<file path="src/sv/spa_pkg.sv">
package spa_pkg;

  localparam int unsigned SpaDepth = 32;
  localparam int unsigned ExpW     = 16;
  localparam int unsigned CoefW    = 32;
  localparam int unsigned TermW    = ExpW + CoefW;

  localparam logic [1:0] ModeLoadFirst  = 2'd0;
  localparam logic [1:0] ModeLoadSecond = 2'd1;
  localparam logic [1:0] ModeMerge      = 2'd2;

  typedef logic signed [ExpW-1:0]  exp_t;
  typedef logic signed [CoefW-1:0] coef_t;

  typedef struct packed {
    logic load_first;
    logic load_second;
    logic start;
    logic advance;
  } spa_cmd_t;

  typedef struct packed {
    logic last;
  } spa_sts_t;

endpackage

</file>
<file path="src/sv/spa_in_if.sv">
interface spa_in_if
  import spa_pkg::*;
();
  logic       valid;
  logic       ready;
  logic [1:0] mode;
  exp_t       exponent;
  coef_t      coefficient;

  modport source (output valid, output mode, output exponent, output coefficient,
                  input ready);
  modport sink (input valid, input mode, input exponent, input coefficient,
                output ready);
endinterface

</file>
<file path="src/sv/spa_out_if.sv">
interface spa_out_if
  import spa_pkg::*;
();
  logic  valid;
  logic  ready;
  exp_t  term_exponent;
  coef_t term_coefficient;
  logic  last;
  logic  empty_res;
  logic  dropped;

  modport source (output valid, output term_exponent, output term_coefficient,
                  output last, output empty_res, output dropped, input ready);
  modport sink (input valid, input term_exponent, input term_coefficient,
                input last, input empty_res, input dropped, output ready);
endinterface

</file>
<file path="src/sv/sparse_polynomial_add.sv">
// Sparse polynomial adder over two term buffers of DEPTH entries each.
// Loads are taken only while no merge is being emitted; the block then accepts one term per cycle.
// A merge transfer is followed in the next cycle by its first result term, then
// one result term per cycle while the sink is ready, up to 2*DEPTH terms.
// Reset (asynchronous, active low) empties both buffers and clears the drop flag.
module sparse_polynomial_add
  import spa_pkg::*;
#(
  parameter int unsigned DEPTH = SpaDepth
) (
  input  logic clk_i,
  input  logic rst_ni,
  spa_in_if.sink    in_i,
  spa_out_if.source out_o
);

  spa_cmd_t cmd;
  spa_sts_t sts;

  spa_ctrl u_ctrl (
    .clk_i       (clk_i),
    .rst_ni      (rst_ni),
    .in_valid_i  (in_i.valid),
    .in_mode_i   (in_i.mode),
    .in_ready_o  (in_i.ready),
    .out_valid_o (out_o.valid),
    .out_ready_i (out_o.ready),
    .sts_i       (sts),
    .cmd_o       (cmd)
  );

  spa_dp #(.DEPTH(DEPTH)) u_dp (
    .clk_i              (clk_i),
    .rst_ni             (rst_ni),
    .cmd_i              (cmd),
    .sts_o              (sts),
    .exponent_i         (in_i.exponent),
    .coefficient_i      (in_i.coefficient),
    .term_exponent_o    (out_o.term_exponent),
    .term_coefficient_o (out_o.term_coefficient),
    .last_o             (out_o.last),
    .empty_res_o        (out_o.empty_res),
    .dropped_o          (out_o.dropped)
  );

endmodule

</file>
<file path="src/sv/spa_ram.sv">
module spa_ram #(
  parameter int unsigned Width = 48,
  parameter int unsigned Depth = 32,
  localparam int unsigned AddrW = (Depth > 1) ? $clog2(Depth) : 1
) (
  input  logic             clk_i,
  input  logic             we_i,
  input  logic [AddrW-1:0] waddr_i,
  input  logic [Width-1:0] wdata_i,
  input  logic [AddrW-1:0] raddr_i,
  output logic [Width-1:0] rdata_o
);

  logic [Width-1:0] mem_q [Depth];
  logic [Width-1:0] rdata_q;

  always_ff @(posedge clk_i) begin
    if (we_i) begin
      mem_q[waddr_i] <= wdata_i;
    end
    rdata_q <= mem_q[raddr_i];
  end

  assign rdata_o = rdata_q;

endmodule

</file>
<file path="src/sv/spa_ctrl.sv">
module spa_ctrl
  import spa_pkg::*;
(
  input  logic       clk_i,
  input  logic       rst_ni,
  input  logic       in_valid_i,
  input  logic [1:0] in_mode_i,
  output logic       in_ready_o,
  output logic       out_valid_o,
  input  logic       out_ready_i,
  input  spa_sts_t   sts_i,
  output spa_cmd_t   cmd_o
);

  localparam logic StIdle = 1'b0;
  localparam logic StEmit = 1'b1;

  logic state_q, state_d;
  logic in_xfer, out_xfer;

  assign in_ready_o  = (state_q == StIdle);
  assign out_valid_o = (state_q == StEmit);
  assign in_xfer     = in_valid_i && in_ready_o;
  assign out_xfer    = out_valid_o && out_ready_i;

  always_comb begin
    cmd_o.load_first  = in_xfer && (in_mode_i == ModeLoadFirst);
    cmd_o.load_second = in_xfer && (in_mode_i == ModeLoadSecond);
    cmd_o.start       = in_xfer && (in_mode_i == ModeMerge);
    cmd_o.advance     = out_xfer;
  end

  always_comb begin
    state_d = state_q;
    unique case (state_q)
      StIdle: begin
        if (cmd_o.start) begin
          state_d = StEmit;
        end
      end
      StEmit: begin
        if (out_xfer && sts_i.last) begin
          state_d = StIdle;
        end
      end
      default: state_d = StIdle;
    endcase
  end

  always_ff @(posedge clk_i or negedge rst_ni) begin
    if (!rst_ni) begin
      state_q <= StIdle;
    end else begin
      state_q <= state_d;
    end
  end

endmodule

</file>
<file path="src/sv/spa_dp.sv">
module spa_dp
  import spa_pkg::*;
#(
  parameter int unsigned DEPTH = SpaDepth
) (
  input  logic     clk_i,
  input  logic     rst_ni,
  input  spa_cmd_t cmd_i,
  output spa_sts_t sts_o,
  input  exp_t     exponent_i,
  input  coef_t    coefficient_i,
  output exp_t     term_exponent_o,
  output coef_t    term_coefficient_o,
  output logic     last_o,
  output logic     empty_res_o,
  output logic     dropped_o
);

  localparam int unsigned AddrW = (DEPTH > 1) ? $clog2(DEPTH) : 1;
  localparam int unsigned CntW  = $clog2(DEPTH + 1);

  logic [CntW-1:0] cnt_a_q, cnt_b_q, i_q, j_q, i_d, j_d, i_nxt, j_nxt;
  logic            lost_q, drop_q, empty_q;
  logic            full_a, full_b, we_a, we_b;
  logic [TermW-1:0] rdata_a, rdata_b;
  exp_t            ea, eb, res_e;
  coef_t           ca, cb, res_c, sum_sat;
  logic signed [CoefW:0] sum;
  logic            a_ok, b_ok, take_a, take_b, last_n, is_last;

  assign full_a = (cnt_a_q == CntW'(DEPTH));
  assign full_b = (cnt_b_q == CntW'(DEPTH));
  assign we_a   = cmd_i.load_first && !full_a;
  assign we_b   = cmd_i.load_second && !full_b;

  spa_ram #(.Width(TermW), .Depth(DEPTH)) u_ram_a (
    .clk_i   (clk_i),
    .we_i    (we_a),
    .waddr_i (cnt_a_q[AddrW-1:0]),
    .wdata_i ({exponent_i, coefficient_i}),
    .raddr_i (i_d[AddrW-1:0]),
    .rdata_o (rdata_a)
  );

  spa_ram #(.Width(TermW), .Depth(DEPTH)) u_ram_b (
    .clk_i   (clk_i),
    .we_i    (we_b),
    .waddr_i (cnt_b_q[AddrW-1:0]),
    .wdata_i ({exponent_i, coefficient_i}),
    .raddr_i (j_d[AddrW-1:0]),
    .rdata_o (rdata_b)
  );

  assign ea = rdata_a[TermW-1:CoefW];
  assign ca = rdata_a[CoefW-1:0];
  assign eb = rdata_b[TermW-1:CoefW];
  assign cb = rdata_b[CoefW-1:0];

  assign a_ok = (i_q < cnt_a_q);
  assign b_ok = (j_q < cnt_b_q);

  assign sum = {ca[CoefW-1], ca} + {cb[CoefW-1], cb};
  always_comb begin
    if (sum[CoefW] != sum[CoefW-1]) begin
      sum_sat = sum[CoefW] ? {1'b1, {(CoefW-1){1'b0}}} : {1'b0, {(CoefW-1){1'b1}}};
    end else begin
      sum_sat = sum[CoefW-1:0];
    end
  end

  always_comb begin
    take_a = 1'b0;
    take_b = 1'b0;
    res_e  = eb;
    res_c  = cb;
    priority if (a_ok && b_ok) begin
      if (ea == eb) begin
        take_a = 1'b1;
        take_b = 1'b1;
        res_e  = ea;
        res_c  = sum_sat;
      end else if (ea > eb) begin
        take_a = 1'b1;
        res_e  = ea;
        res_c  = ca;
      end else begin
        take_b = 1'b1;
      end
    end else if (a_ok) begin
      take_a = 1'b1;
      res_e  = ea;
      res_c  = ca;
    end else begin
      take_b = b_ok;
    end
  end

  assign i_nxt   = i_q + CntW'(take_a);
  assign j_nxt   = j_q + CntW'(take_b);
  assign last_n  = (i_nxt >= cnt_a_q) && (j_nxt >= cnt_b_q);
  assign is_last = empty_q || last_n;

  always_comb begin
    i_d = i_q;
    j_d = j_q;
    if (cmd_i.advance) begin
      if (is_last) begin
        i_d = '0;
        j_d = '0;
      end else begin
        i_d = i_nxt;
        j_d = j_nxt;
      end
    end
  end

  always_ff @(posedge clk_i or negedge rst_ni) begin
    if (!rst_ni) begin
      cnt_a_q <= '0;
      cnt_b_q <= '0;
      lost_q  <= 1'b0;
      drop_q  <= 1'b0;
      empty_q <= 1'b0;
      i_q     <= '0;
      j_q     <= '0;
    end else begin
      i_q <= i_d;
      j_q <= j_d;
      if (we_a) begin
        cnt_a_q <= cnt_a_q + CntW'(1);
      end
      if (we_b) begin
        cnt_b_q <= cnt_b_q + CntW'(1);
      end
      if ((cmd_i.load_first && full_a) || (cmd_i.load_second && full_b)) begin
        lost_q <= 1'b1;
      end
      if (cmd_i.start) begin
        drop_q  <= lost_q;
        empty_q <= (cnt_a_q == '0) && (cnt_b_q == '0);
      end
      if (cmd_i.advance && is_last) begin
        cnt_a_q <= '0;
        cnt_b_q <= '0;
        lost_q  <= 1'b0;
      end
    end
  end

  assign sts_o.last  = is_last;

  assign term_exponent_o    = empty_q ? '0 : res_e;
  assign term_coefficient_o = empty_q ? '0 : res_c;
  assign last_o             = is_last;
  assign empty_res_o        = empty_q;
  assign dropped_o          = drop_q;

endmodule
</file>
<file path="src/flat_wrapper.sv">
// flat-port wrapper written by rule: the top's interface ports become plain ports
module sparse_polynomial_add_flat import spa_pkg::*;
#(
  parameter int unsigned DEPTH = SpaDepth
)
  (clk_i, rst_ni, in_i_valid, in_i_mode, in_i_exponent, in_i_coefficient, in_i_ready, out_o_valid, out_o_term_exponent, out_o_term_coefficient, out_o_last, out_o_empty_res, out_o_dropped, out_o_ready);
  spa_in_if in_i_i ();
  spa_out_if out_o_i ();
  input  logic clk_i;
  input  logic rst_ni;
  input wire logic [$bits(in_i_i.valid)-1:0] in_i_valid;
  input wire logic [$bits(in_i_i.mode)-1:0] in_i_mode;
  input wire logic [$bits(in_i_i.exponent)-1:0] in_i_exponent;
  input wire logic [$bits(in_i_i.coefficient)-1:0] in_i_coefficient;
  output wire logic [$bits(in_i_i.ready)-1:0] in_i_ready;
  output wire logic [$bits(out_o_i.valid)-1:0] out_o_valid;
  output wire logic [$bits(out_o_i.term_exponent)-1:0] out_o_term_exponent;
  output wire logic [$bits(out_o_i.term_coefficient)-1:0] out_o_term_coefficient;
  output wire logic [$bits(out_o_i.last)-1:0] out_o_last;
  output wire logic [$bits(out_o_i.empty_res)-1:0] out_o_empty_res;
  output wire logic [$bits(out_o_i.dropped)-1:0] out_o_dropped;
  input wire logic [$bits(out_o_i.ready)-1:0] out_o_ready;
  assign in_i_i.valid = in_i_valid;
  assign in_i_i.mode = in_i_mode;
  assign in_i_i.exponent = in_i_exponent;
  assign in_i_i.coefficient = in_i_coefficient;
  assign in_i_ready = in_i_i.ready;
  assign out_o_valid = out_o_i.valid;
  assign out_o_term_exponent = out_o_i.term_exponent;
  assign out_o_term_coefficient = out_o_i.term_coefficient;
  assign out_o_last = out_o_i.last;
  assign out_o_empty_res = out_o_i.empty_res;
  assign out_o_dropped = out_o_i.dropped;
  assign out_o_i.ready = out_o_ready;
  sparse_polynomial_add #(.DEPTH(DEPTH)) u_core (.clk_i(clk_i), .rst_ni(rst_ni), .in_i(in_i_i), .out_o(out_o_i));
endmodule
</file>
<file path="config.mk">
export PLATFORM = sky130hd
export DESIGN_NAME = sparse_polynomial_add_flat
export DESIGN_NICKNAME = d
export VERILOG_FILES = /design/src/sv/spa_pkg.sv /design/src/sv/spa_in_if.sv /design/src/sv/spa_out_if.sv /design/src/sv/sparse_polynomial_add.sv /design/src/sv/spa_ram.sv /design/src/sv/spa_ctrl.sv /design/src/sv/spa_dp.sv /design/src/flat_wrapper.sv
export SDC_FILE = /design/constraint.sdc
export NUM_CORES = 2
export LEC_CHECK = 0
export BUFFER_PORTS_ARGS = -buffer_cell sky130_fd_sc_hd__clkbuf_2
export CORE_MARGIN = 8
export CORE_UTILIZATION = 30
export CTS_CLUSTER_SIZE = 40
export DETAILED_ROUTE_END_ITERATION = 6
export SLEW_MARGIN = 5
export SYNTH_ARGS = -nofsm -noshare
export SYNTH_HDL_FRONTEND = slang
export SYNTH_SLANG_ARGS = --single-unit
export TNS_END_PERCENT = 100
</file>
<file path="constraint.sdc">
create_clock -name clk_i -period 5.2 [get_ports clk_i]
set_input_delay 0.52 -clock clk_i [delete_from_list [all_inputs] [get_ports clk_i]]
set_output_delay 0.52 -clock clk_i [all_outputs]
set_load 0.02 [all_outputs]
</file>
== Word level (Yosys, flattened, before mapping) ==
Memory sizes are Yosys's and may differ from the RTL's. A register that Yosys moved wholly into a read port is not among the register bits.
Index checks and enable logic that the tools add are counted.
Storage, ports and cells
  register bits: 28
  bits in writable memories: 3072
  output and inout bits: 53
  word-level logic and storage cells: 89
  memories: 2
Memories
  u_core.u_dp.u_ram_a.mem_q: words 32, width 48, rd ports 1, clocked after memory_dff 1, write ports 1, RTL line spa_ram.sv:14  | logic [Width-1:0] mem_q [Depth];
  u_core.u_dp.u_ram_b.mem_q: words 32, width 48, rd ports 1, clocked after memory_dff 1, write ports 1, RTL line spa_ram.sv:14
Operators by class
  add/subtract/negate cells: 5
  $lt $le $gt $ge: 5
  eq/ne operators: 6
  multiplexer cells: 37
  bitwise gates (word level): 1
  reduce and logical (&&, ||, !) cells: 23
Operators by type and width (count)
  two-way mux 32 bit: 7
  two-way mux 16 bit: 5
  two-way mux 6 bit: 6
  adder 32 x 32 -> 33 bit: 1
  == test 16 bit: 1
  greater-than comparator 16 bit: 1
  two-way mux 1 bit: 16
  logical AND 1 bit: 13
  adder 6 x 1 -> 6 bit: 2
  adder 6 x 1 -> 6 bit, second input constant: 2
  == test 6 bit, second input constant: 2
  greater-or-equal comparator 6 bit: 2
  logical NOT 6 bit: 2
  less-than comparator 6 bit: 2
  two-way mux 5 bit: 2
  nonzero test 2 bit: 3
  == test 2 x 1 -> 1 bit, second input constant: 1
  == test 2 bit, second input constant: 1
  logical NOT 1 bit: 2
  logical NOT 2 bit: 1
  logical OR 1 bit: 2
  one-hot mux 1 bit (2 select lines): 1
  inequality test 1 bit: 1
  NOT 1 bit: 1

== Longest topological paths before layout ==
  word-level depth: 11
  mapped depth: 31
  depth with buffers taken out: 25

== Cells and area by module ==
A second synthesis with hierarchy kept.
Second synthesis, totals
  cells, all modules: 7522
  area total of the unflattened synthesis: 127379.7 um^2
By module, submodules not included
  spa_ram: instances 2, cells each 3364, area an instance 60724.5 um^2
  spa_dp: instances 1, cells each 785, area an instance 5838.1 um^2
  spa_ctrl: instances 1, cells each 9, area an instance 92.6 um^2

== Least setup slack after synthesis ==
OpenSTA, ideal clock, no wires.
  path type: register -> register
  start: register u_core.u_dp.cnt_a_q[1]
  end: register u_core.u_dp.u_ram_a.rdata_q[36] (netlist: u_core.u_dp.u_ram_a.rdata_o[36]) (read register of u_core.u_dp.u_ram_a.mem_q)
  library setup time: 0.133 ns
  arrival time: 5.085 ns
  path slack: -0.017 ns
  cell stages (with the launch flop): 28
  path buffers: 5
  path through: dfrtp_1 > inv_1 > ha_1 > a21o_1 > a21o_1 > a21o_1 > a21o_1 > a21oi_1 > nand2b_1 > buf_2 > inv_2 > buf_2 > ha_1 > nand2_1 > xnor2_1 > ha_1 > a21o_1 > a211oi_2 > o21a_2 > buf_4 > o21ai_2 > o221a_4 > nand2_1 > buf_2 > clkbuf_1 > o221ai_1 > a31oi_1 > a221oi_2
Between the ends
  longest elaborated chain between the ends: 9
  elaborated cells between the ends (all ways): 14
Ends and longest elaborated chain
  start, declared: RTL line spa_dp.sv:22  | logic [CntW-1:0] cnt_a_q, cnt_b_q, i_q, j_q, i_d, j_d, i_nxt, j_nxt;
  start signal, assigned: RTL line spa_dp.sv:130  | cnt_a_q <= cnt_a_q + CntW'(1);
  less-than comparator 6 bit: RTL line spa_dp.sv:59  | assign a_ok = (i_q < cnt_a_q);
  two-way mux 1 bit or logical AND 1 bit (tied branches): RTL line spa_dp.sv:89, spa_dp.sv:76
  two-way mux 1 bit: RTL line spa_dp.sv:76  | priority if (a_ok && b_ok) begin
  adder 6 x 1 -> 6 bit (on tied branches): RTL line spa_dp.sv:98, spa_dp.sv:99
  greater-or-equal comparator 6 bit: RTL line spa_dp.sv:100  | assign last_n = (i_nxt >= cnt_a_q) && (j_nxt >= cnt_b_q);
  logical AND 1 bit: RTL line spa_dp.sv:100
  logical OR 1 bit: RTL line spa_dp.sv:101  | assign is_last = empty_q || last_n;
  two-way mux 6 bit (*): RTL line spa_dp.sv:107  | if (is_last) begin
  two-way mux 5 bit (*): RTL line spa_dp.sv:106  | if (cmd_i.advance) begin
  end, declared: RTL line spa_ram.sv:15  | logic [Width-1:0] rdata_q;
Mark *: on every way between the ends. The rest lies on a longest branch, timed or not.
A chain may end at the register's enable or synchronous reset.

== Worst setup path in the final report ==
  start: register u_core.u_dp.u_ram_a.rdata_q[33] (netlist: u_core.u_dp.u_ram_a.rdata_o[33]) (read register of u_core.u_dp.u_ram_a.mem_q)
  end: register u_core.u_dp.u_ram_a.rdata_q[45] (netlist: u_core.u_dp.u_ram_a.rdata_o[45]) (read register of u_core.u_dp.u_ram_a.mem_q)
Between the ends
  longest elaborated chain between the ends: 10
  elaborated cells between the ends (all ways): 16
Ends and longest elaborated chain
  greater-than comparator 16 bit: RTL line spa_dp.sv:82  | end else if (ea > eb) begin
  two-way mux 1 bit: RTL line spa_dp.sv:82
  two-way mux 1 bit: RTL line spa_dp.sv:77  | if (ea == eb) begin
  two-way mux 1 bit: RTL line spa_dp.sv:76
  adder 6 x 1 -> 6 bit (on tied branches): RTL line spa_dp.sv:98, spa_dp.sv:99
  greater-or-equal comparator 6 bit: RTL line spa_dp.sv:100
  logical AND 1 bit: RTL line spa_dp.sv:100
  logical OR 1 bit: RTL line spa_dp.sv:101
  two-way mux 6 bit (*): RTL line spa_dp.sv:107
  two-way mux 5 bit (*): RTL line spa_dp.sv:106
Marks and branches as above.

==> results by group <==
Power and ir drop
  – Maximum VDD drop: roughly 0.00074 V
  – Pwr Density: 763.2 mW/mm²
  – Overall Power: roughly 0.12 W
  – Leak pwr: 55.42 nW

Drt
  – Initial DRC count: approximately 12000
  – Drc violations: 0
  – Vias: between 80000 and 90000
  – Vias per inst: 5.411
  – Total wire length: 447.1 mm
  – Post-route ant nets: 0
  – TritonRoute pass-1 iters: 5
  – Wirelength per Cell: 27.73 µm

Setup path
  – Critical path required time: between 5000 and 6000 ps
  – Startpoint class of the critical path: flop
  – CP Class: flop to flop
  – CP endpoint kind: flop
  – Worst r2r path cells: 27
  – CP Data Arrival Time: 6200 ps
  – Crit-path max FO: 25

Synthesis
  – Syn_area_per_cell: roughly 14 µm²
  – Number of synthesized flops with an enable pin: 3072
  – Yosys reg bits: ~3200
  – Netlist cell types: around 90
  – Cell accounting for the most synthesized area: edfxtp_1
  – Post-synth top cells: edfxtp_1 (3072), nand2_1 (1876), clkbuf_1 (396), a21oi_1 (359), o21ai_0 (311)
  – Async SR Flop Fraction: 0.008761
  – Yosys warning count: 0
  – Most common cell in the netlist: edfxtp_1
  – Syn Std Cell Area: around 0.13 mm²
  – Top_reg_cell synth: edfxtp_1
  – Synth area leaders: edfxtp_1 (72%), nand2_1 (5.5%), mux2i_1 (2.3%)
  – Mapped Cells: 9235
  – Synth top area share: 0.7208
  – Seq/Total Area, Yosys: 0.7413
  – Mapped Nets: 9372

Placed design
  – Port buffer count: 106
  – Placed cells: roughly 15000
  – Post-place instance area: around 0.14 mm²
  – DPL Wire Length: around 260 mm
  – Routability cong.: approximately 0.84

Timing
  – Slew headroom: 0.2141
  – RSZ-0062 raised after global routing: true
  – # setup viols final: 94
  – Period utilization: 1.058
  – Tightest Pin Transition: between 1000 and 1500 ps
  – Worst Clk Skew: around 66 ps
  – Tmin final: about 5500 ps
  – Count of final hold-check violations: 0
  – Pins Over Slew Limit: 0
  – Peak Freq: between 0.15 and 0.2 GHz
  – Final setup margin: -302.1 ps

Floorplanning
  – Io pins: between 100 and 150
  – Die H: 669.1 µm
  – Die X: 669.1 µm
  – Initial Util: 0.3003
  – Core Area: 0.4261 mm²
  – Total die area: approximately 0.45 mm²
  – Row Count: 240

Global route
  – First-pass GRT wire length: 616.9 mm
  – Largest net degree at the start of global routing: 73
  – Overflow after GRT: 0
  – Initial antenna violation count: 41
  – GRT Overall Usage: 0.1882
  – Vias in the first global route: around 83000

Final layout
  – Area growth from synthesis to layout: 25.11%
  – Ratio of cells with drive above 1 in the final layout: 0.2225
  – Filler Cell Count: between 30000 and 40000
  – Layout Nets: between 10000 and 15000
  – Design area: approximately 0.16 mm²
  – Non-Filler Instances: 16120

Clock tree
  – Inserted Clock Buffers: roughly 330
  – Clock Path Buffers: 4
  – CTS tree: yes
  – Clock transition at the registers of the reported paths: around 60 ps
  – CTS sink cnt: ~3200
  – H-tree Lvls: 5
  – Clk Tree Root Cell: clkbuf_16
  – Worst skew pair latency: 890 ps

Outcome
  – Violated checks: setup timing
  – Status: finished with violations

Job
  – Max_cap viols: 0

Worst hold path
  – Hold Crit Class: input port to flop
  – Hold path cells: 2
routing by layer:
layer / wire (µm) / GRT usage
met1: 170400 / 0.2427
met4: 21970 / 0.08429
met2: 211500 / 0.3095
met3: 42950 / 0.03443
met5: 353 / 0
logic make-up (layout without fill, tap and decap cells):
family	Yosys count	count (layout)	share of synthesized area
adder cells (fa/ha/maj)	83	83	0.008173
flip-flops	3196	3196	0.7413
XOR/XNOR	48	48	0.003285
multiplexers	317	317	0.02513
AO/OA/AOI/OAI	1740	1740	0.09263
AND/OR/NAND/NOR	3164	3164	0.1069
buffers and inverters	687	1864	0.02258
other	0	24	0
layout by cell type (no fill, tap or decap), drive strengths merged, types with 98 or more instances in the layout:
cell	count
buf	1088
nand4	109
nand2	1876
o21ai	322
nor3	302
mux2i	295
nand3	283
edfxtp	3072
a221oi	98
a31oi	151
nor2	300
o31ai	98
o22ai	232
clkinv	113
a21oi	364
clkbuf	561
and3	194
cell type report:
class                           instances  area, µm²  area share
Timing Repair Buffer                 1216      13370     0.08349
Antenna cell                           24      60.06   0.0003751
Sequential cell                      3196      94930      0.5929
Tap cell                             5687       7116     0.04444
Inverter                               53      252.7    0.001578
Clock inverter                        155       1548    0.009666
Multi-Input combinational cell       5352      33810      0.2112
Clock buffer                          440       9026     0.05637
path summary, 6_finish.rpt:
kind	startpoint	endpoint	slack, ps
worst min register to register	u_core.u_dp.lost_q$_DFFE_PN0P_	u_core.u_dp.dropped_o$_DFFE_PN0P_	570
worst min-delay path	in_i_coefficient[6]	u_core.u_dp.u_ram_b.mem_q[14][6]$_DFFE_PP_	290
worst max register to register	u_core.u_dp.u_ram_a.rdata_o[33]$_DFF_P_	u_core.u_dp.u_ram_a.rdata_o[45]$_DFF_P_	-300
worst max-delay path	u_core.u_dp.u_ram_a.rdata_o[33]$_DFF_P_	u_core.u_dp.u_ram_a.rdata_o[45]$_DFF_P_	-300
min in group asynchronous	rst_ni	u_core.u_ctrl.out_valid_o$_DFF_PN0_	410
max in group asynchronous	rst_ni	u_core.u_dp.empty_res_o$_DFFE_PN0P_	4150
repair_timing:
action | 4_1_cts | 5_1_grt
hold buffers | 1 | 0
pin swaps | 91 | 160
gates resized for setup | 324 | 424
hold endpoints to repair | 28 | 0
cloned | 20 | 22
setup endpoints to repair | 129 | 125
buffers inserted | 80 | 46
critical path, stage by stage, from the launching register on:
cell and delay (ps):
dfxtp_4 410, ha_4 220, nor2b_1 120, o21a_1 170, o211ai_1 170, a31o_2 200
and4b_1 230, a21oi_4 70, buf_12 140, nor3_4 180, nand2b_4 160, inv_4 50
ha_4 260, inv_2 60, ha_4 250, nand2b_4 100, a21o_1 120, a21oi_2 70
o21a_2 230, buf_6 130, o21ai_1 180, o221a_4 330, buf_6 200, nand2_4 120
buf_12 210, o22ai_1 230, o21ai_1 140, a221oi_4 530
through the flow:
stage / hold slack, ps / TNS [ps] / setup WS, ps / util
global route: 276.3 / -31660 / -526.7 / 0.3757
floorplan: 224.4 / 0 / 9.319 / -
finish: 285.2 / -9699 / -302.1 / 0.3758
CTS: 243.7 / -7889 / -227.2 / 0.3691
global placement: 542.4 / -49500 / -936.9 / 0.3374
detailed placement: 536.0 / -42320 / -875.3 / 0.3374
where the power goes:
group | switching, W | internal, W | leakage [nW]
clock network | 0.0100 | 0.0134 | 5.16
registers | 0.00118 | 0.0290 | 28.8
logic | 0.0410 | 0.0275 | 21.5
total | 0.0522 | 0.0700 | 55.4
sequential cells by signal, indices dropped and copies added (netlist names):
register,flops
u_core.u_dp.u_ram_a.mem_q,1536
u_core.u_dp.u_ram_b.mem_q,1536
u_core.u_dp.u_ram_a.rdata_o,48
u_core.u_dp.u_ram_b.rdata_o,48
u_core.u_dp.cnt_a_q,6
u_core.u_dp.cnt_b_q,6
u_core.u_dp.i_q,6
u_core.u_dp.j_q,6
u_core.u_ctrl.out_valid_o,1
u_core.u_dp.dropped_o,1
u_core.u_dp.empty_res_o,1
u_core.u_dp.lost_q,1
(Power assumes the default switching activity.)
